<file path="src/sv/vector_dot_and_matrix_transform_defines.svh">
// assertion macros shared by the vector unit modules
`ifndef VECTOR_DOT_AND_MATRIX_TRANSFORM_DEFINES_SVH
`define VECTOR_DOT_AND_MATRIX_TRANSFORM_DEFINES_SVH

// same-cycle implication, sampled on clk, off while rst is high
`define VDMT_ASSERT_IMP(lbl, ante, cons, msg) \
  lbl: assert property (@(posedge clk) disable iff (rst) (ante) |-> (cons)) else $error(msg);

// next-cycle implication, sampled on clk, off while rst is high
`define VDMT_ASSERT_NXT(lbl, ante, cons, msg) \
  lbl: assert property (@(posedge clk) disable iff (rst) (ante) |=> (cons)) else $error(msg);

`endif

</file>
<file path="src/sv/vdmt_pkg.sv">
// shared types and codes of the vector unit
package vdmt_pkg;

  // exponent width of the internal double-style numbers
  localparam int unsigned EXP_W = 12;
  // normalized mantissa register width, leading one at the top bit
  localparam int unsigned NM_W = 56;

  // item operation codes
  typedef enum logic [2:0] {
    FUNC_WR_FRONT = 3'd0,
    FUNC_WR_BACK  = 3'd1,
    FUNC_RD_FRONT = 3'd2,
    FUNC_DOT      = 3'd3,
    FUNC_XFORM    = 3'd4,
    FUNC_SWAP     = 3'd5
  } func_t;

  // commands from the controller to the datapath
  typedef struct packed {
    logic       cap_wdata;
    logic       rd_back;
    logic [3:0] rd_addr;
    logic       cap_a;
    logic       cap_b;
    logic       mul;
    logic       norm;
    logic       align;
    logic       add;
    logic       round;
    logic       acc_clr;
    logic       narrow;
    logic       rbuf_wdata;
    logic       rbuf_read;
    logic [1:0] rbuf_idx;
    logic       wr_en;
    logic       wr_back;
    logic       wr_wdata;
    logic [3:0] wr_addr;
    logic       out_load;
    logic [3:0] out_dest;
    logic       out_last;
    logic       swap;
  } cmd_t;

  // status from the datapath to the controller
  typedef struct packed {
    logic norm_done;
    logic bypass;
    logic out_free;
  } sts_t;

endpackage

</file>
<file path="src/sv/vdmt_ram.sv">
// generic single-write, single-read ram with registered read data
module vdmt_ram #(
  parameter int unsigned WIDTH = 32,
  parameter int unsigned DEPTH = 16
) (
  input  logic                     clk,
  input  logic                     we,
  input  logic [$clog2(DEPTH)-1:0] waddr,
  input  logic [WIDTH-1:0]         wdata,
  input  logic [$clog2(DEPTH)-1:0] raddr,
  output logic [WIDTH-1:0]         rdata
);

  logic [WIDTH-1:0] mem [DEPTH];

  // write port and registered read port
  always_ff @(posedge clk) begin
    if (we) begin
      mem[waddr] <= wdata;
    end
    rdata <= mem[raddr];
  end

endmodule

</file>
<file path="src/sv/vdmt_datapath.sv">
// register banks, multiply, double-precision accumulate and rounding to single
`include "vector_dot_and_matrix_transform_defines.svh"
module vdmt_datapath (
  input  logic             clk,
  input  logic             rst,
  input  vdmt_pkg::cmd_t   cmd,
  output vdmt_pkg::sts_t   sts,
  input  logic [31:0]      wdata_in,
  input  logic             cfg_wr_en,
  input  logic             cfg_wr_data,
  input  logic             out_ready,
  output logic             out_valid,
  output logic [39:0]      out_data,   // value [31:0], dest_index [35:32], zero fill
  output logic             out_last
);

  localparam int unsigned EW = vdmt_pkg::EXP_W;
  localparam int unsigned NW = vdmt_pkg::NM_W;
  localparam logic signed [EW-1:0] PROD_BIAS = 308;
  localparam logic signed [EW-1:0] ALIGN_MAX = 63;
  localparam logic signed [EW-1:0] NAR_BIAS  = 182;
  localparam logic signed [EW-1:0] FE_INF    = 255;
  localparam logic signed [EW-1:0] FE_MIN    = 1;
  localparam logic signed [EW-1:0] SH_NORM   = 29;
  localparam logic signed [EW-1:0] SH_BASE   = 30;
  localparam logic signed [EW-1:0] SH_MAX    = 54;
  localparam logic signed [EW-1:0] ONE       = 1;
  localparam logic signed [EW-1:0] STEP16    = 16;
  localparam logic signed [EW-1:0] STEP4     = 4;
  localparam logic [31:0] DEFAULT_NAN = 32'h7FBF_FFFF;
  localparam logic [30:0] INF_BITS    = 31'h7F80_0000;

  typedef struct packed {
    logic        s;
    logic        zero;
    logic        inf;
    logic        nan;
    logic [23:0] m;
    logic [7:0]  ef;
  } unpk_t;

  // split a single into class, mantissa and exponent after the flush
  function automatic unpk_t unpack(input logic [31:0] x, input logic fl);
    unpk_t u;
    u.s    = x[31];
    u.zero = 1'b0;
    u.inf  = 1'b0;
    u.nan  = 1'b0;
    u.m    = {1'b1, x[22:0]};
    u.ef   = x[30:23];
    if (x[30:23] == 8'hFF) begin
      u.nan = (x[22:0] != 23'd0);
      u.inf = (x[22:0] == 23'd0);
      u.m   = '0;
    end else if (x[30:23] == 8'h00) begin
      u.ef = 8'd1;
      u.m  = {1'b0, x[22:0]};
      if (x[22:0] == 23'd0 || fl) begin
        u.zero = 1'b1;
        u.m    = '0;
      end
    end
    return u;
  endfunction

  logic        flush;
  logic        sel;
  logic        rd_phys;
  logic [31:0] wdata_q;
  logic [31:0] opa;
  logic [31:0] opb;
  logic [31:0] rdata0;
  logic [31:0] rdata1;
  logic [31:0] dout;
  logic [31:0] rbuf [4];
  logic        wphys;
  logic [31:0] wr_data;

  logic [NW-1:0]        nreg;
  logic signed [EW-1:0] ne;
  logic                 p_s, p_zero, p_inf, p_nan;

  logic [NW-1:0]        acc_m;
  logic signed [EW-1:0] acc_e;
  logic                 acc_s, acc_zero, acc_inf, acc_nan;

  logic [NW-1:0]        xm_q, yal_q;
  logic signed [EW-1:0] xe_q;
  logic                 xs_q, sub_q;

  // bank select and flush mode
  always_ff @(posedge clk) begin
    if (rst) begin
      flush <= 1'b1;
      sel   <= 1'b0;
    end else begin
      if (cfg_wr_en) begin
        flush <= cfg_wr_data;
      end
      if (cmd.swap) begin
        sel <= ~sel;
      end
    end
  end

  // front bank lives in ram[sel], back bank in the other
  assign wphys   = sel ^ cmd.wr_back;
  assign wr_data = cmd.wr_wdata ? wdata_q : rbuf[cmd.rbuf_idx];

  vdmt_ram #(.WIDTH(32), .DEPTH(16)) u_bank0 (
    .clk   (clk),
    .we    (cmd.wr_en & ~wphys),
    .waddr (cmd.wr_addr),
    .wdata (wr_data),
    .raddr (cmd.rd_addr),
    .rdata (rdata0)
  );

  vdmt_ram #(.WIDTH(32), .DEPTH(16)) u_bank1 (
    .clk   (clk),
    .we    (cmd.wr_en & wphys),
    .waddr (cmd.wr_addr),
    .wdata (wr_data),
    .raddr (cmd.rd_addr),
    .rdata (rdata1)
  );

  assign dout = rd_phys ? rdata1 : rdata0;

  // operand and word captures
  always_ff @(posedge clk) begin
    rd_phys <= sel ^ cmd.rd_back;
    if (cmd.cap_wdata) wdata_q <= wdata_in;
    if (cmd.cap_a) opa <= dout;
    if (cmd.cap_b) opb <= dout;
  end

  // multiply terms
  unpk_t       ua, ub;
  logic [47:0] prod;
  logic        pn_nan, pn_inf, pn_zero;

  always_comb begin
    ua      = unpack(opa, flush);
    ub      = unpack(opb, flush);
    prod    = ua.m * ub.m;
    pn_nan  = ua.nan | ub.nan | (ua.inf & ub.zero) | (ua.zero & ub.inf);
    pn_inf  = (ua.inf | ub.inf) & ~pn_nan;
    pn_zero = (ua.zero | ub.zero) & ~pn_nan & ~pn_inf;
  end

  // normalize step: 16, 4 or 1 bit left per cycle
  logic norm_done;
  assign norm_done = nreg[NW-1] | (nreg == '0);

  // alignment of the smaller operand with sticky
  logic                 a_big;
  logic [NW-1:0]        xm_c, ym_c;
  logic signed [EW-1:0] xe_c, ye_c, dd;
  logic [5:0]           dc;
  logic                 lost;
  logic [NW-1:0]        yal_c;

  always_comb begin
    a_big = (acc_e > ne) || ((acc_e == ne) && (acc_m >= nreg));
    xm_c  = a_big ? acc_m : nreg;
    ym_c  = a_big ? nreg : acc_m;
    xe_c  = a_big ? acc_e : ne;
    ye_c  = a_big ? ne : acc_e;
    dd    = xe_c - ye_c;
    dc    = (dd > ALIGN_MAX) ? 6'd63 : dd[5:0];
    lost  = |(ym_c & ~({NW{1'b1}} << dc));
    yal_c = (ym_c >> dc) | {{(NW-1){1'b0}}, lost};
  end

  // special operands skip the adder
  logic bypass, nan_r;
  assign bypass = acc_nan | p_nan | acc_inf | p_inf | acc_zero | p_zero;
  assign nan_r  = acc_nan | p_nan | (acc_inf & p_inf & (acc_s != p_s));

  // add or subtract of aligned mantissas
  logic [NW:0]   sum_c;
  logic [NW-1:0] diff_c;
  assign sum_c  = {1'b0, xm_q} + {1'b0, yal_q};
  assign diff_c = xm_q - yal_q;

  // round to 53 bits, nearest even
  logic        rup;
  logic [53:0] rsum;
  assign rup  = nreg[2] & ((|nreg[1:0]) | nreg[3]);
  assign rsum = {1'b0, nreg[NW-1:3]} + {53'd0, rup};

  // number register, product flags and accumulator
  always_ff @(posedge clk) begin
    if (cmd.mul) begin
      nreg   <= {prod, 8'd0};
      ne     <= $signed({{(EW-8){1'b0}}, ua.ef}) + $signed({{(EW-8){1'b0}}, ub.ef}) - PROD_BIAS;
      p_s    <= ua.s ^ ub.s;
      p_nan  <= pn_nan;
      p_inf  <= pn_inf;
      p_zero <= pn_zero;
    end else if (cmd.norm) begin
      if (nreg[NW-1 -: 16] == 16'd0) begin
        nreg <= nreg << 16;
        ne   <= ne - STEP16;
      end else if (nreg[NW-1 -: 4] == 4'd0) begin
        nreg <= nreg << 4;
        ne   <= ne - STEP4;
      end else begin
        nreg <= nreg << 1;
        ne   <= ne - ONE;
      end
    end else if (cmd.add) begin
      if (!sub_q) begin
        if (sum_c[NW]) begin
          nreg <= {sum_c[NW:2], sum_c[1] | sum_c[0]};
          ne   <= xe_q + ONE;
        end else begin
          nreg <= sum_c[NW-1:0];
          ne   <= xe_q;
        end
      end else begin
        nreg <= diff_c;
        ne   <= xe_q;
      end
    end

    if (cmd.align && !bypass) begin
      xm_q  <= xm_c;
      yal_q <= yal_c;
      xe_q  <= xe_c;
      xs_q  <= a_big ? acc_s : p_s;
      sub_q <= acc_s ^ p_s;
    end

    if (cmd.acc_clr) begin
      acc_s    <= 1'b0;
      acc_zero <= 1'b1;
      acc_inf  <= 1'b0;
      acc_nan  <= 1'b0;
    end else if (cmd.align && bypass) begin
      if (nan_r) begin
        acc_nan <= 1'b1;
      end else if (acc_inf) begin
        acc_inf <= 1'b1;
      end else if (p_inf) begin
        acc_inf  <= 1'b1;
        acc_s    <= p_s;
        acc_zero <= 1'b0;
      end else if (p_zero) begin
        if (acc_zero) acc_s <= acc_s & p_s;
      end else begin
        acc_m    <= nreg;
        acc_e    <= ne;
        acc_s    <= p_s;
        acc_zero <= 1'b0;
      end
    end else if (cmd.round) begin
      if (nreg == '0) begin
        acc_zero <= 1'b1;
        acc_s    <= 1'b0;
      end else begin
        acc_zero <= 1'b0;
        acc_s    <= xs_q;
        if (rsum[53]) begin
          acc_m <= {1'b1, {(NW-1){1'b0}}};
          acc_e <= ne + ONE;
        end else begin
          acc_m <= {rsum[52:0], 3'd0};
          acc_e <= ne;
        end
      end
    end
  end

  // narrowing of the accumulator to single
  logic signed [EW-1:0] fe, sh;
  logic [106:0]         nt;
  logic [52:0]          nq;
  logic                 nup;
  logic [31:0]          q32, nval, nres, nflush;

  always_comb begin
    fe   = acc_e + NAR_BIAS;
    sh   = (fe >= FE_MIN) ? SH_NORM : (SH_BASE - fe);
    nt   = {acc_m[NW-1:3], 54'd0} >> sh[5:0];
    nq   = nt[106:54];
    nup  = nt[53] & ((|nt[52:0]) | nq[0]);
    q32  = nq[31:0] + {31'd0, nup};
    nval = (fe >= FE_MIN) ? ({1'b0, fe[7:0] - 8'd1, 23'd0} + q32) : q32;
    nres = {acc_s, nval[30:0]};
    if (flush && nres[30:23] == 8'd0 && nres[22:0] != 23'd0) begin
      nres = {acc_s, 31'd0};
    end
    // a zero sum ignores the stale exponent
    if (acc_nan) begin
      nflush = DEFAULT_NAN;
    end else if (acc_inf) begin
      nflush = {acc_s, INF_BITS};
    end else if (acc_zero) begin
      nflush = {acc_s, 31'd0};
    end else if (fe >= FE_INF) begin
      nflush = {acc_s, INF_BITS};
    end else if (sh > SH_MAX) begin
      nflush = {acc_s, 31'd0};
    end else begin
      nflush = nres;
    end
  end

  // result buffer
  always_ff @(posedge clk) begin
    if (cmd.narrow) begin
      rbuf[cmd.rbuf_idx] <= nflush;
    end else if (cmd.rbuf_wdata) begin
      rbuf[cmd.rbuf_idx] <= wdata_q;
    end else if (cmd.rbuf_read) begin
      rbuf[cmd.rbuf_idx] <= dout;
    end
  end

  // output word register
  logic out_free;
  assign out_free = ~out_valid | out_ready;

  always_ff @(posedge clk) begin
    if (rst) begin
      out_valid <= 1'b0;
    end else if (cmd.out_load) begin
      out_valid <= 1'b1;
    end else if (out_ready) begin
      out_valid <= 1'b0;
    end
    if (cmd.out_load) begin
      out_data <= {4'd0, cmd.out_dest, rbuf[cmd.rbuf_idx]};
      out_last <= cmd.out_last;
    end
  end

  assign sts.norm_done = norm_done;
  assign sts.bypass    = bypass;
  assign sts.out_free  = out_free;

  // checks
  `VDMT_ASSERT_IMP(a_align_norm, cmd.align, (nreg[NW-1] || nreg == '0), "align unnormalized")
  `VDMT_ASSERT_IMP(a_round_norm, cmd.round, (nreg[NW-1] || nreg == '0), "round unnormalized")
  `VDMT_ASSERT_IMP(a_out_free, cmd.out_load, (!out_valid || out_ready), "output word overwritten")

endmodule

</file>
<file path="src/sv/vdmt_ctrl.sv">
// sequencer of the vector unit: decodes items and steps the datapath
`include "vector_dot_and_matrix_transform_defines.svh"
module vdmt_ctrl (
  input  logic           clk,
  input  logic           rst,
  input  logic           in_valid,
  output logic           in_ready,
  input  logic [2:0]     in_func,
  input  logic [3:0]     in_index,
  input  logic [1:0]     in_n,
  input  logic [1:0]     in_m,
  output vdmt_pkg::cmd_t cmd,
  input  vdmt_pkg::sts_t sts
);

  typedef enum logic [14:0] {
    S_IDLE     = 15'h0001,
    S_DISPATCH = 15'h0002,
    S_RD_WAIT  = 15'h0004,
    S_RD_A     = 15'h0008,
    S_RD_B     = 15'h0010,
    S_CAP_B    = 15'h0020,
    S_MUL      = 15'h0040,
    S_PNORM    = 15'h0080,
    S_ALIGN    = 15'h0100,
    S_ADD      = 15'h0200,
    S_SNORM    = 15'h0400,
    S_ROUND    = 15'h0800,
    S_TERM_END = 15'h1000,
    S_NARROW   = 15'h2000,
    S_EMIT     = 15'h4000
  } state_t;

  state_t          st, st_next;
  vdmt_pkg::func_t func_q;
  logic [3:0]      ri_q;
  logic [1:0]      n_q, m_q;
  logic [1:0]      term, term_next;
  logic [1:0]      row, row_next;
  logic [1:0]      k, k_next;
  logic            emit_last;
  logic [3:0]      emit_dest;

  assign in_ready = (st == S_IDLE);

  // destination and last flag of the current output word
  always_comb begin
    emit_last = 1'b1;
    emit_dest = ri_q;
    case (func_q)
      vdmt_pkg::FUNC_DOT: begin
        emit_dest = {n_q, 2'b11};
      end
      vdmt_pkg::FUNC_XFORM: begin
        emit_dest = {n_q, k};
        emit_last = (k == 2'd3);
      end
      default: begin
        emit_dest = ri_q;
      end
    endcase
  end

  // next state and commands
  always_comb begin
    st_next   = st;
    term_next = term;
    row_next  = row;
    k_next    = k;
    cmd       = '0;
    case (st)
      S_IDLE: begin
        if (in_valid) begin
          cmd.cap_wdata = 1'b1;
          st_next       = S_DISPATCH;
        end
      end
      S_DISPATCH: begin
        k_next = 2'd0;
        case (func_q)
          vdmt_pkg::FUNC_WR_FRONT: begin
            cmd.rbuf_wdata = 1'b1;
            st_next        = S_EMIT;
          end
          vdmt_pkg::FUNC_WR_BACK: begin
            cmd.wr_en    = 1'b1;
            cmd.wr_back  = 1'b1;
            cmd.wr_wdata = 1'b1;
            cmd.wr_addr  = ri_q;
            st_next      = S_IDLE;
          end
          vdmt_pkg::FUNC_RD_FRONT: begin
            cmd.rd_addr = ri_q;
            st_next     = S_RD_WAIT;
          end
          vdmt_pkg::FUNC_DOT, vdmt_pkg::FUNC_XFORM: begin
            cmd.acc_clr = 1'b1;
            term_next   = 2'd0;
            row_next    = 2'd0;
            st_next     = S_RD_A;
          end
          vdmt_pkg::FUNC_SWAP: begin
            cmd.swap = 1'b1;
            st_next  = S_IDLE;
          end
          default: begin
            st_next = S_IDLE;
          end
        endcase
      end
      S_RD_WAIT: begin
        cmd.rbuf_read = 1'b1;
        st_next       = S_EMIT;
      end
      S_RD_A: begin
        if (func_q == vdmt_pkg::FUNC_XFORM) begin
          cmd.rd_back = 1'b1;
          cmd.rd_addr = {term, row};
        end else begin
          cmd.rd_addr = {m_q, term};
        end
        st_next = S_RD_B;
      end
      S_RD_B: begin
        cmd.cap_a   = 1'b1;
        cmd.rd_addr = {n_q, term};
        st_next     = S_CAP_B;
      end
      S_CAP_B: begin
        cmd.cap_b = 1'b1;
        st_next   = S_MUL;
      end
      S_MUL: begin
        cmd.mul = 1'b1;
        st_next = S_PNORM;
      end
      S_PNORM: begin
        if (sts.norm_done) begin
          st_next = S_ALIGN;
        end else begin
          cmd.norm = 1'b1;
        end
      end
      S_ALIGN: begin
        cmd.align = 1'b1;
        st_next   = sts.bypass ? S_TERM_END : S_ADD;
      end
      S_ADD: begin
        cmd.add = 1'b1;
        st_next = S_SNORM;
      end
      S_SNORM: begin
        if (sts.norm_done) begin
          st_next = S_ROUND;
        end else begin
          cmd.norm = 1'b1;
        end
      end
      S_ROUND: begin
        cmd.round = 1'b1;
        st_next   = S_TERM_END;
      end
      S_TERM_END: begin
        if (term == 2'd3) begin
          st_next = S_NARROW;
        end else begin
          term_next = term + 2'd1;
          st_next   = S_RD_A;
        end
      end
      S_NARROW: begin
        cmd.narrow   = 1'b1;
        cmd.rbuf_idx = row;
        if (func_q == vdmt_pkg::FUNC_XFORM && row != 2'd3) begin
          cmd.acc_clr = 1'b1;
          row_next    = row + 2'd1;
          term_next   = 2'd0;
          st_next     = S_RD_A;
        end else begin
          k_next  = 2'd0;
          st_next = S_EMIT;
        end
      end
      S_EMIT: begin
        if (sts.out_free) begin
          cmd.out_load = 1'b1;
          cmd.rbuf_idx = k;
          cmd.out_dest = emit_dest;
          cmd.out_last = emit_last;
          cmd.wr_en    = (func_q != vdmt_pkg::FUNC_RD_FRONT);
          cmd.wr_addr  = emit_dest;
          if (emit_last) begin
            st_next = S_IDLE;
          end else begin
            k_next = k + 2'd1;
          end
        end
      end
      default: begin
        st_next = S_IDLE;
      end
    endcase
  end

  // state and counters
  always_ff @(posedge clk) begin
    if (rst) begin
      st   <= S_IDLE;
      term <= 2'd0;
      row  <= 2'd0;
      k    <= 2'd0;
    end else begin
      st   <= st_next;
      term <= term_next;
      row  <= row_next;
      k    <= k_next;
    end
    if (st == S_IDLE && in_valid) begin
      func_q <= vdmt_pkg::func_t'(in_func);
      ri_q   <= in_index;
      n_q    <= in_n;
      m_q    <= in_m;
    end
  end

  // checks
  `VDMT_ASSERT_IMP(a_narrow_term, st == S_NARROW, term == 2'd3, "narrow before fourth term")
  `VDMT_ASSERT_NXT(a_last_idle, (st == S_EMIT && sts.out_free && emit_last), st == S_IDLE, "no return to idle after last word")
  `VDMT_ASSERT_NXT(a_accept_disp, (in_valid && in_ready), st == S_DISPATCH, "accepted word not dispatched")

endmodule

</file>
<file path="src/sv/vector_dot_and_matrix_transform.sv">
// Four-element single-precision vector unit with front and back register banks.
//
// Input channel s_axis: one word per item, operation code in tuser, operands in tdata.
// Write front register and read front register give one output word; write back
// register and swap banks give none; inner product gives one word for register 4n+3;
// transform gives four words for registers 4n..4n+3, tlast on the fourth.
// Output channel m_axis: value and destination register in tdata, tlast on the
// final word of an item.
// Items are taken one at a time. Each product term reads, captures and multiplies its
// operands, normalizes the product and aligns it; a special operand then skips the adder,
// else the term adds, normalizes the sum and rounds.
// Reset clears the controller, selects bank 0 as front and sets the flush mode;
// register contents stay undefined until written.
// When the receiver stalls the unit holds its word and waits before loading the next one;
// a new item may be taken while the last word of the previous one waits. cfg_wr_en with
// cfg_wr_data sets the denormal flush mode; the user must do so only while idle (not enforced).
module vector_dot_and_matrix_transform (
  input  logic        clk,
  input  logic        rst,
  input  logic        s_axis_tvalid,
  output logic        s_axis_tready,
  input  logic [39:0] s_axis_tdata,   // reg_index [3:0], vec_n [5:4], vec_m [7:6], write_data [39:8]
  input  logic [2:0]  s_axis_tuser,   // func [2:0]
  output logic        m_axis_tvalid,
  input  logic        m_axis_tready,
  output logic [39:0] m_axis_tdata,   // value [31:0], dest_index [35:32], zero fill [39:36]
  output logic        m_axis_tlast,
  input  logic        cfg_wr_en,
  input  logic        cfg_wr_data
);

  vdmt_pkg::cmd_t cmd;
  vdmt_pkg::sts_t sts;

  // controller
  vdmt_ctrl u_ctrl (
    .clk      (clk),
    .rst      (rst),
    .in_valid (s_axis_tvalid),
    .in_ready (s_axis_tready),
    .in_func  (s_axis_tuser),
    .in_index (s_axis_tdata[3:0]),
    .in_n     (s_axis_tdata[5:4]),
    .in_m     (s_axis_tdata[7:6]),
    .cmd      (cmd),
    .sts      (sts)
  );

  // datapath
  vdmt_datapath u_dp (
    .clk         (clk),
    .rst         (rst),
    .cmd         (cmd),
    .sts         (sts),
    .wdata_in    (s_axis_tdata[39:8]),
    .cfg_wr_en   (cfg_wr_en),
    .cfg_wr_data (cfg_wr_data),
    .out_ready   (m_axis_tready),
    .out_valid   (m_axis_tvalid),
    .out_data    (m_axis_tdata),
    .out_last    (m_axis_tlast)
  );

endmodule

</file>
<file path="config.mk">
export PLATFORM = sky130hd
export DESIGN_NAME = vector_dot_and_matrix_transform
export DESIGN_NICKNAME = d
export VERILOG_FILES = /design/src/sv/vdmt_pkg.sv /design/src/sv/vdmt_ram.sv /design/src/sv/vdmt_datapath.sv /design/src/sv/vdmt_ctrl.sv /design/src/sv/vector_dot_and_matrix_transform.sv
export VERILOG_INCLUDE_DIRS = /design/src /design/src/sv
export SDC_FILE = /design/constraint.sdc
export NUM_CORES = 2
export LEC_CHECK = 0
export BUFFER_PORTS_ARGS = -buffer_cell sky130_fd_sc_hd__buf_2
export CELL_PAD_IN_SITES_DETAIL_PLACEMENT = 1
export CELL_PAD_IN_SITES_GLOBAL_PLACEMENT = 2
export CORE_ASPECT_RATIO = 1.75
export CORE_MARGIN = 2
export CORE_UTILIZATION = 35
export CTS_CLUSTER_SIZE = 24
export DETAILED_ROUTE_END_ITERATION = 12
export PLACE_DENSITY_LB_ADDON = 0.05
export REMOVE_ABC_BUFFERS = 1
export SLEW_MARGIN = 20
export SYNTH_ARGS = -nofsm -noshare
export SYNTH_HDL_FRONTEND = slang
export SYNTH_SLANG_ARGS = --single-unit
</file>
<file path="constraint.sdc">
create_clock -name clk -period 27.8 [get_ports clk]
set_clock_uncertainty 0.1 [all_clocks]
set_input_delay 1.39 -clock clk [delete_from_list [all_inputs] [get_ports clk]]
set_output_delay 1.39 -clock clk [all_outputs]
set_load 0.02 [all_outputs]
</file>
# Word-level counts from Yosys, hierarchy flattened
# Memories as Yosys holds them, arrays and structs flattened. A register that Yosys moved wholly into a read port is not among the register bits.
# Cells that the tools add are included.
totals:
  input_bits: 49
  memories: 3
  ramBits: 1152
  word_cells: 352
  output_inout_bits: 43
  ff_bits: 439
mem_list:
  columns: ["memory", "depth", "word_bits", "rd", "rd_clocked_by_memory_dff", "wr", "line_no", "rtl"]
  rows:
  - ["u_dp.u_bank0.mem", 16, 32, 1, 1, 1, "vdmt_ram.sv:14", "logic [WIDTH-1:0] mem [DEPTH];"]
  - ["u_dp.u_bank1.mem", 16, 32, 1, 1, 1, "vdmt_ram.sv:14", null]
  - ["u_dp.rbuf", 4, 32, 1, 0, 1, "vdmt_datapath.sv:75", "logic [31:0] rbuf [4];"]
classes:
  multipliers: 1
  bitwise_logic: 44
  n_mux: 150
  reduce_logical: 45
  n_shift: 3
  add_sub_neg: 19
  eq_ne: 45
  n_lt_le_gt_ge: 6
ops:
  columns: ["op", "count"]
  rows:
  - ["56-bit two-way mux", 17]
  - ["15-bit one-hot mux with 15 select lines", 1]
  - ["32-bit two-way mux", 7]
  - ["12-bit two-way mux", 18]
  - ["31-bit two-way mux", 6]
  - ["107-bit by 6-bit >> shifter with 85-bit output", 1]
  - ["15-bit two-way mux", 6]
  - ["23-bit nonzero test", 3]
  - ["1-bit two-way mux", 60]
  - ["56-bit by 56-bit adder with 57-bit output", 1]
  - ["56-bit bitwise AND", 1]
  - ["56-bit greater-or-equal comparator", 1]
  - ["56-bit logical NOT", 1]
  - ["56-bit NOT", 1]
  - ["56-bit by 1-bit bitwise OR with 56-bit output", 1]
  - ["56-bit OR reduction", 1]
  - ["56-bit by 6-bit left shift with 56-bit output, first input constant", 1]
  - ["56-bit by 6-bit >> shifter with 56-bit output", 1]
  - ["56-bit subtractor", 1]
  - ["53-bit by 1-bit adder with 54-bit output", 1]
  - ["53-bit OR reduction", 1]
  - ["24-bit by 24-bit multiplier with 48-bit output", 1]
  - ["24-bit two-way mux", 2]
  - ["23-bit logical NOT", 2]
  - ["other kinds (79)", 177]

# Depth between registers and ports, before layout
logic_depth:
  depth_word: 21
  ltp_mapped: 41
  ltp_nobuf: 38

# Hierarchy
# From an unflattened synthesis, not the netlist that was laid out.
hier_totals:
  cells_unflattened: 9305
  hier_area_um2: 105254.7
by_module_without_submodules:
  columns: ["mod", "seq_area_each_um2", "instances", "cells_per_inst", "area_per_inst_um2"]
  rows:
  - ["vdmt_datapath", 15905.3, 1, 7407, 63613.5]
  - ["vdmt_ram", 16015.4, 2, 838, 19835.3]
  - ["vdmt_ctrl", 750.7, 1, 222, 1970.6]

# Worst setup path after synthesis
# No wires, ideal clock.
synth_timing:
  path_type: "register to register"
  start: "register u_dp.opa[26]"
  end: "register u_dp.nreg[54], data pin"
  path_stages_with_launch: 40
  setup_ns: 0.275
  n_path_buf: 4
  arrival_time_ns: 8.704
  setup_slack_ns: 18.721
  required_ns: 27.425
  period_less_slack_ns: 9.079
  path_cell_list: "edfxtp_1 or4_1 nor2_1 o21ai_0 nor2b_1 clkbuf_1 clkbuf_1 and2_1 clkbuf_1 clkbuf_1 nand2_1 fa_1 inv_1 fa_1 fa_1 inv_1 fa_1 fa_1 [... 4 more ...] o21a_1 o21a_1 nand3_1 a21oi_1 o21ai_0 o21ai_0 nand2_1 o211ai_1 a221oi_1 a21oi_1 a21oi_1 o21ai_0 nand2_1 a2111oi_0 o21ai_0 nand2b_1 xnor2_1 o221ai_1"
synth_between:
  elab_chain_len: 5
  word_cells_on_any_way: 6
  cone_classes: "mul (1); eq/ne (1); mux (3); reduce/logical (1)"
synth_rtl:
  columns: ["element", "line_no", "rtl"]
  rows:
  - ["start: declaration", "vdmt_datapath.sv:70", "logic [31:0] opa;"]
  - ["start signal: assignment", "vdmt_datapath.sv:134", "if (cmd.cap_a) opa <= dout;"]
  - ["8-bit logical NOT", "vdmt_datapath.sv:55", "end else if (x[30:23] == 8'h00) begin"]
  - ["32-bit two-way mux", "vdmt_datapath.sv:55", null]
  - ["24-bit two-way mux (*)", "vdmt_datapath.sv:51", "if (x[30:23] == 8'hFF) begin"]
  - ["24-bit by 24-bit multiplier with 48-bit output (*)", "vdmt_datapath.sv:146", "prod = ua.m * ub.m;"]
  - ["56-bit two-way mux (*)", "vdmt_datapath.sv:195", "if (cmd.mul) begin"]
  - ["end signal: assignment", "vdmt_datapath.sv:196", "nreg <= {prod, 8'd0};"]
  - ["end signal: assignment", "vdmt_datapath.sv:204", "nreg <= nreg << 16;"]
  - ["end signal: assignment", "vdmt_datapath.sv:207", "nreg <= nreg << 4;"]
  - ["end: declaration", "vdmt_datapath.sv:79", "logic [NW-1:0] nreg;"]
# Mark *: on every way between the ends. The rest lies on a longest branch, timed or not.
# A chain may end at the register's enable or synchronous reset.

# Worst setup path after layout
layout_timing:
  start: "register u_dp.acc_e[1]"
  end: "memory u_dp.rbuf[2][6], data pin"
layout_between:
  elab_chain_len: 21
  word_cells_on_any_way: 26
  cone_classes: "add/sub (5); order compare (3); shift (1); mux (10); bitwise (2); reduce/logical (5)"
layout_rtl:
  columns: ["element", "line_no", "rtl"]
  rows:
  - ["start: declaration", "vdmt_datapath.sv:84", "logic signed [EW-1:0] acc_e;"]
  - ["start signal: assignment", "vdmt_datapath.sv:254", "acc_e <= ne;"]
  - ["start signal: assignment", "vdmt_datapath.sv:267", "acc_e <= ne + ONE;"]
  - ["start signal: assignment", "vdmt_datapath.sv:270", "acc_e <= ne;"]
  - ["12-bit by 9-bit adder with 12-bit output (*)", "vdmt_datapath.sv:284", "fe = acc_e + NAR_BIAS;"]
  - ["6-bit by 12-bit subtractor with 12-bit output or 12-bit by 2-bit greater-or-equal comparator with 1-bit output (tied branches)", "vdmt_datapath.sv:285, vdmt_datapath.sv:290", null]
  - ["12-bit two-way mux", "vdmt_datapath.sv:285", "sh = (fe >= FE_MIN) ? SH_NORM : (SH_BASE - fe);"]
  - ["107-bit by 6-bit >> shifter with 85-bit output", "vdmt_datapath.sv:286", "nt = {acc_m[NW-1:3], 54'd0} >> sh[5:0];"]
  - ["53-bit OR reduction", "vdmt_datapath.sv:288", "nup = nt[53] & ((|nt[52:0]) | nq[0]);"]
  - ["1-bit bitwise OR", "vdmt_datapath.sv:288", null]
  - ["1-bit bitwise AND", "vdmt_datapath.sv:288", null]
  - ["31-bit by 1-bit adder with 31-bit output", "vdmt_datapath.sv:289", "q32 = nq[31:0] + {31'd0, nup};"]
  - ["[... 3 more ...]", null, null]
  - ["1-bit logical AND (2 in series)", "vdmt_datapath.sv:292", "if (flush && nres[30:23] == 8'd0 && nres[22:0] != 23'd0) begin"]
  - ["31-bit two-way mux", "vdmt_datapath.sv:292", null]
  - ["31-bit two-way mux", "vdmt_datapath.sv:304", "end else if (sh > SH_MAX) begin"]
  - ["31-bit two-way mux (*)", "vdmt_datapath.sv:302", "end else if (fe >= FE_INF) begin"]
  - ["31-bit two-way mux (*)", "vdmt_datapath.sv:300", "end else if (acc_zero) begin"]
  - ["31-bit two-way mux (*)", "vdmt_datapath.sv:298", "end else if (acc_inf) begin"]
  - ["32-bit two-way mux (*)", "vdmt_datapath.sv:296", "if (acc_nan) begin"]
  - ["32-bit two-way mux (no line) (*) (2 in series)", null, null]
  - ["end: declaration", "vdmt_datapath.sv:75", null]
# Marks and branches as above.

==> impl_metrics.ini <==
[status]
outcome = finished clean

[hold_path]
min_to = u_dp.out_data[3]$_DFFE_PP_
min_path_cells = 2
hold_class = flip-flop to flip-flop
hp-start = u_dp.rbuf[1][3]$_DFFE_PP_

[clocking]
cts_sinks = 1655
clock_path_buffers = 4
cts.clk_slew.worst_paths_ns = 0.07
hold_buffers = 0
cts_tree = yes
htree_num_levels = 4
cts-root-buf = clkbuf_16
cts_setup_buffers = 0
ctsResizeCount = 0
clk_latency_ns = 0.89
numCtsBuffers = 168

[global_routing]
gr-total-overflow = 0
grt_pass1_wl_um = 720000
grtUsageTotal_pct = 32.7
grt_pass1_vias = 92400
grt_max_degree = 185
antenna_found_initial = 34

[synth]
avgSynthCellArea_um2 = 10.1
yosysWarningCount = 0
synth-seq-cells = 1655
netlist_area_um2 = 107000
synth_top_area_share_pct = 43.5
synth-edff-count = 1554
ys_types = 119
yosysSeqAreaShare_pct = 45.4
synth.top_cells.by_count = 1586 x nand2_1, 1554 x edfxtp_1, 773 x nor2_1, 720 x inv_1, 646 x clkbuf_1
synthFlopType = edfxtp_1
yosys.area.top_type = edfxtp_1
synth_most_common_cell = nand2_1
async_reset_ff_share_pct = 0
synth_area_leaders = edfxtp_1 44%, fa_1 9.1%, nand2_1 5.6%
synthCells = 10600

[setup_path]
rr_startpoint = u_dp.acc_e[1]$_DFFE_PP_
crit_top_cell = buf_4
critPathKind = flip-flop to flip-flop
slowest_delay_ns = 0.59
worstSetupEndpointType = flip-flop
reg2regPathDepth = 37
worst-path-max-fanout = 42
cp.required_ns = 28.28
r2r_end = u_dp.rbuf[2][6]$_DFFE_PP_
crit_arrival_ns = 11.69
r2r_slack_ns = 16.59
crit_slowest_cell = nor3_1
cp-start-kind = flip-flop

[drt]
viasPerCell = 5.96
vias = 87700
drt_wl_total_um = 517000
routedWlPerCell_um = 35.2
dr.pass1.iters = 6
route.detailed.drc = 0
initialDrtViolationCount = 5967
antenna_left = 0

[timing]
final-hold-violation-count = 0
rsz0062_at_grt = no
tightest_slew_ns = 1.37
max_freq_mhz = 89.2
layout_min_cycle_time_ns = 11.21
finalCritPeriodShare_pct = 40.3
slew_headroom_pct = 8.58
tns_ns = 0
finalMaxSlewViolations = 0
finalSetupViolCount = 0

[placement]
gp_congestion = 1.03
placed_cells_incl_taps = 14400
dpl.hpwl_um = 376000
io_buffer_count = 87

[floorplan]
die_w_um = 422
start_util_pct = 35.2
die_h_um = 736
core.rowCount = 268
core_um2 = 305000
die-area_um2 = 311000
num_io_pins = 92

[pwr]
ir_drop_mv = 0.0605
p_leak_nw = 44.0
p_per_area_nw_per_um2 = 45.7

[finish]
fin_cells = 14700
drive_gt1_share_pct = 9.67
utilization_pct = 39.1
nets = 11400
area_growth_pct = 11.1

[job]
drv_cap = 0
-- placed cells by master, fill, tap and decap left out, types with 88 or more instances in the layout --
master | Yosys | layout
nand2_1 | 1586 | 1581
edfxtp_1 | 1554 | 1554
nor2_1 | 773 | 728
inv_1 | 720 | 718
a21oi_1 | 614 | 612
fa_1 | 486 | 486
a211oi_1 | 439 | 437
o21ai_0 | 408 | 401
ha_1 | 390 | 388
buf_4 | 5 | 363
and2_1 | 329 | 321
xnor2_1 | 217 | 211
a31oi_1 | 217 | 183
clkbuf_16 | 0 | 172
nand3_1 | 158 | 157
a311oi_1 | 142 | 142
nor3_1 | 140 | 137
mux2i_1 | 117 | 115
dfxtp_1 | 101 | 100
a21o_1 | 88 | 88
-- per-stage QoR --
step / area, µm² / setup slack [ns] / hold WS (ns) / power (mW)
global route: 119000 / 15.79 / 0.472 / 5.58
finish: 119000 / 16.59 / 0.438 / 5.45
CTS: 119000 / 16.65 / 0.430 / 5.49
global placement: 114000 / 15.74 / 0.437 / 3.20
floorplan: 104000 / -3.58 / 0.383 / 3.02
detailed placement: 114000 / 16.70 / 0.445 / 3.21
-- final cells by class --
type	count	area [µm²]
flip-flops and latches	1655	48700
fillers	33600	186000
clock inverters	98	863
diodes	17	42.5
multi-input cells	7500	54000
repair buffers	459	3320
well taps	4050	5070
clock buffers	202	4450
inverters	730	2740
-- worst max-delay path by stage --
stage / endpoint / startpoint / slack (ns)
2_1_floorplan: u_dp.u_bank0.rdata[0]$_DFF_P_ / u_ctrl.st[10]$_SDFFE_PP0P_ / -3.58
4_1_cts: u_dp.nreg[54]$_DFFE_PP_ / u_dp.opb[2]$_DFFE_PP_ / 16.65
6_report: u_dp.rbuf[2][6]$_DFFE_PP_ / u_dp.acc_e[1]$_DFFE_PP_ / 16.59
3_5_place_dp: u_dp.nreg[54]$_DFFE_PP_ / u_dp.opb[2]$_DFFE_PP_ / 16.70
3_3_place_gp: u_dp.rbuf[0][6]$_DFFE_PP_ / u_dp.acc_e[1]$_DFFE_PP_ / 15.74
5_1_grt: u_dp.rbuf[2][6]$_DFFE_PP_ / u_dp.acc_e[1]$_DFFE_PP_ / 15.79
-- power breakdown --
part / switching, mW / internal [mW] / leakage (nW) / total, mW
logic: 0.268 / 0.0995 / 26.5 / 0.368
clock network: 1.05 / 1.25 / 2.56 / 2.29
registers: 0.0342 / 2.75 / 14.9 / 2.79
total: 1.35 / 4.10 / 44.0 / 5.45
-- registers in the layout, indices dropped and copies added (netlist names), 3 cells and up --
register / cells
u_ctrl.st: 15
u_dp.xe_q: 12
u_dp.nreg: 56
u_dp.ne: 12
u_dp.acc_e: 12
u_dp.u_bank1.rdata: 32
u_dp.u_bank0.rdata: 32
u_dp.yal_q: 56
u_dp.wdata_q: 32
u_dp.out_data: 36
u_dp.rbuf: 128
u_dp.opa: 32
u_dp.acc_m: 56
u_dp.opb: 32
u_dp.u_bank1.mem: 512
u_ctrl.ri_q: 4
u_ctrl.func_q: 3
u_dp.u_bank0.mem: 512
u_dp.xm_q: 56
-- layer usage --
metal / part of all wire (%) / global-route usage (%)
met5: 0.014 / 0
met4: 9.4 / 25.3
met3: 4.0 / 3.93
met2: 52 / 59.4
met1: 35 / 34.1
-- critical path, delay by kind of cell, from the launching register on --
family                     cells  cell delay [ns]
xor gates and xnor gates       2             0.34
AOI/OAI and AO/OA             13             3.14
buffers and inverters          6             1.97
and+or+nand+nor               13             3.88
adders and majority gates      3             0.78
DFF                            1             0.58
-- kinds of logic after synthesis --
| family | after synthesis | share of synthesized area, % |
|---|---|---|
| and+or+nand+nor | 3438 | 14.4 |
| DFF | 1655 | 45.4 |
| AOI/OAI and AO/OA | 2700 | 17.1 |
| buffers and inverters | 1446 | 5.14 |
| xor gates and xnor gates | 281 | 2.31 |
| other | 1 | 0.00350 |
| adders and majority gates | 876 | 13.6 |
| muxes | 201 | 1.98 |
No activity file was read; power rests on OpenSTA's default activity.
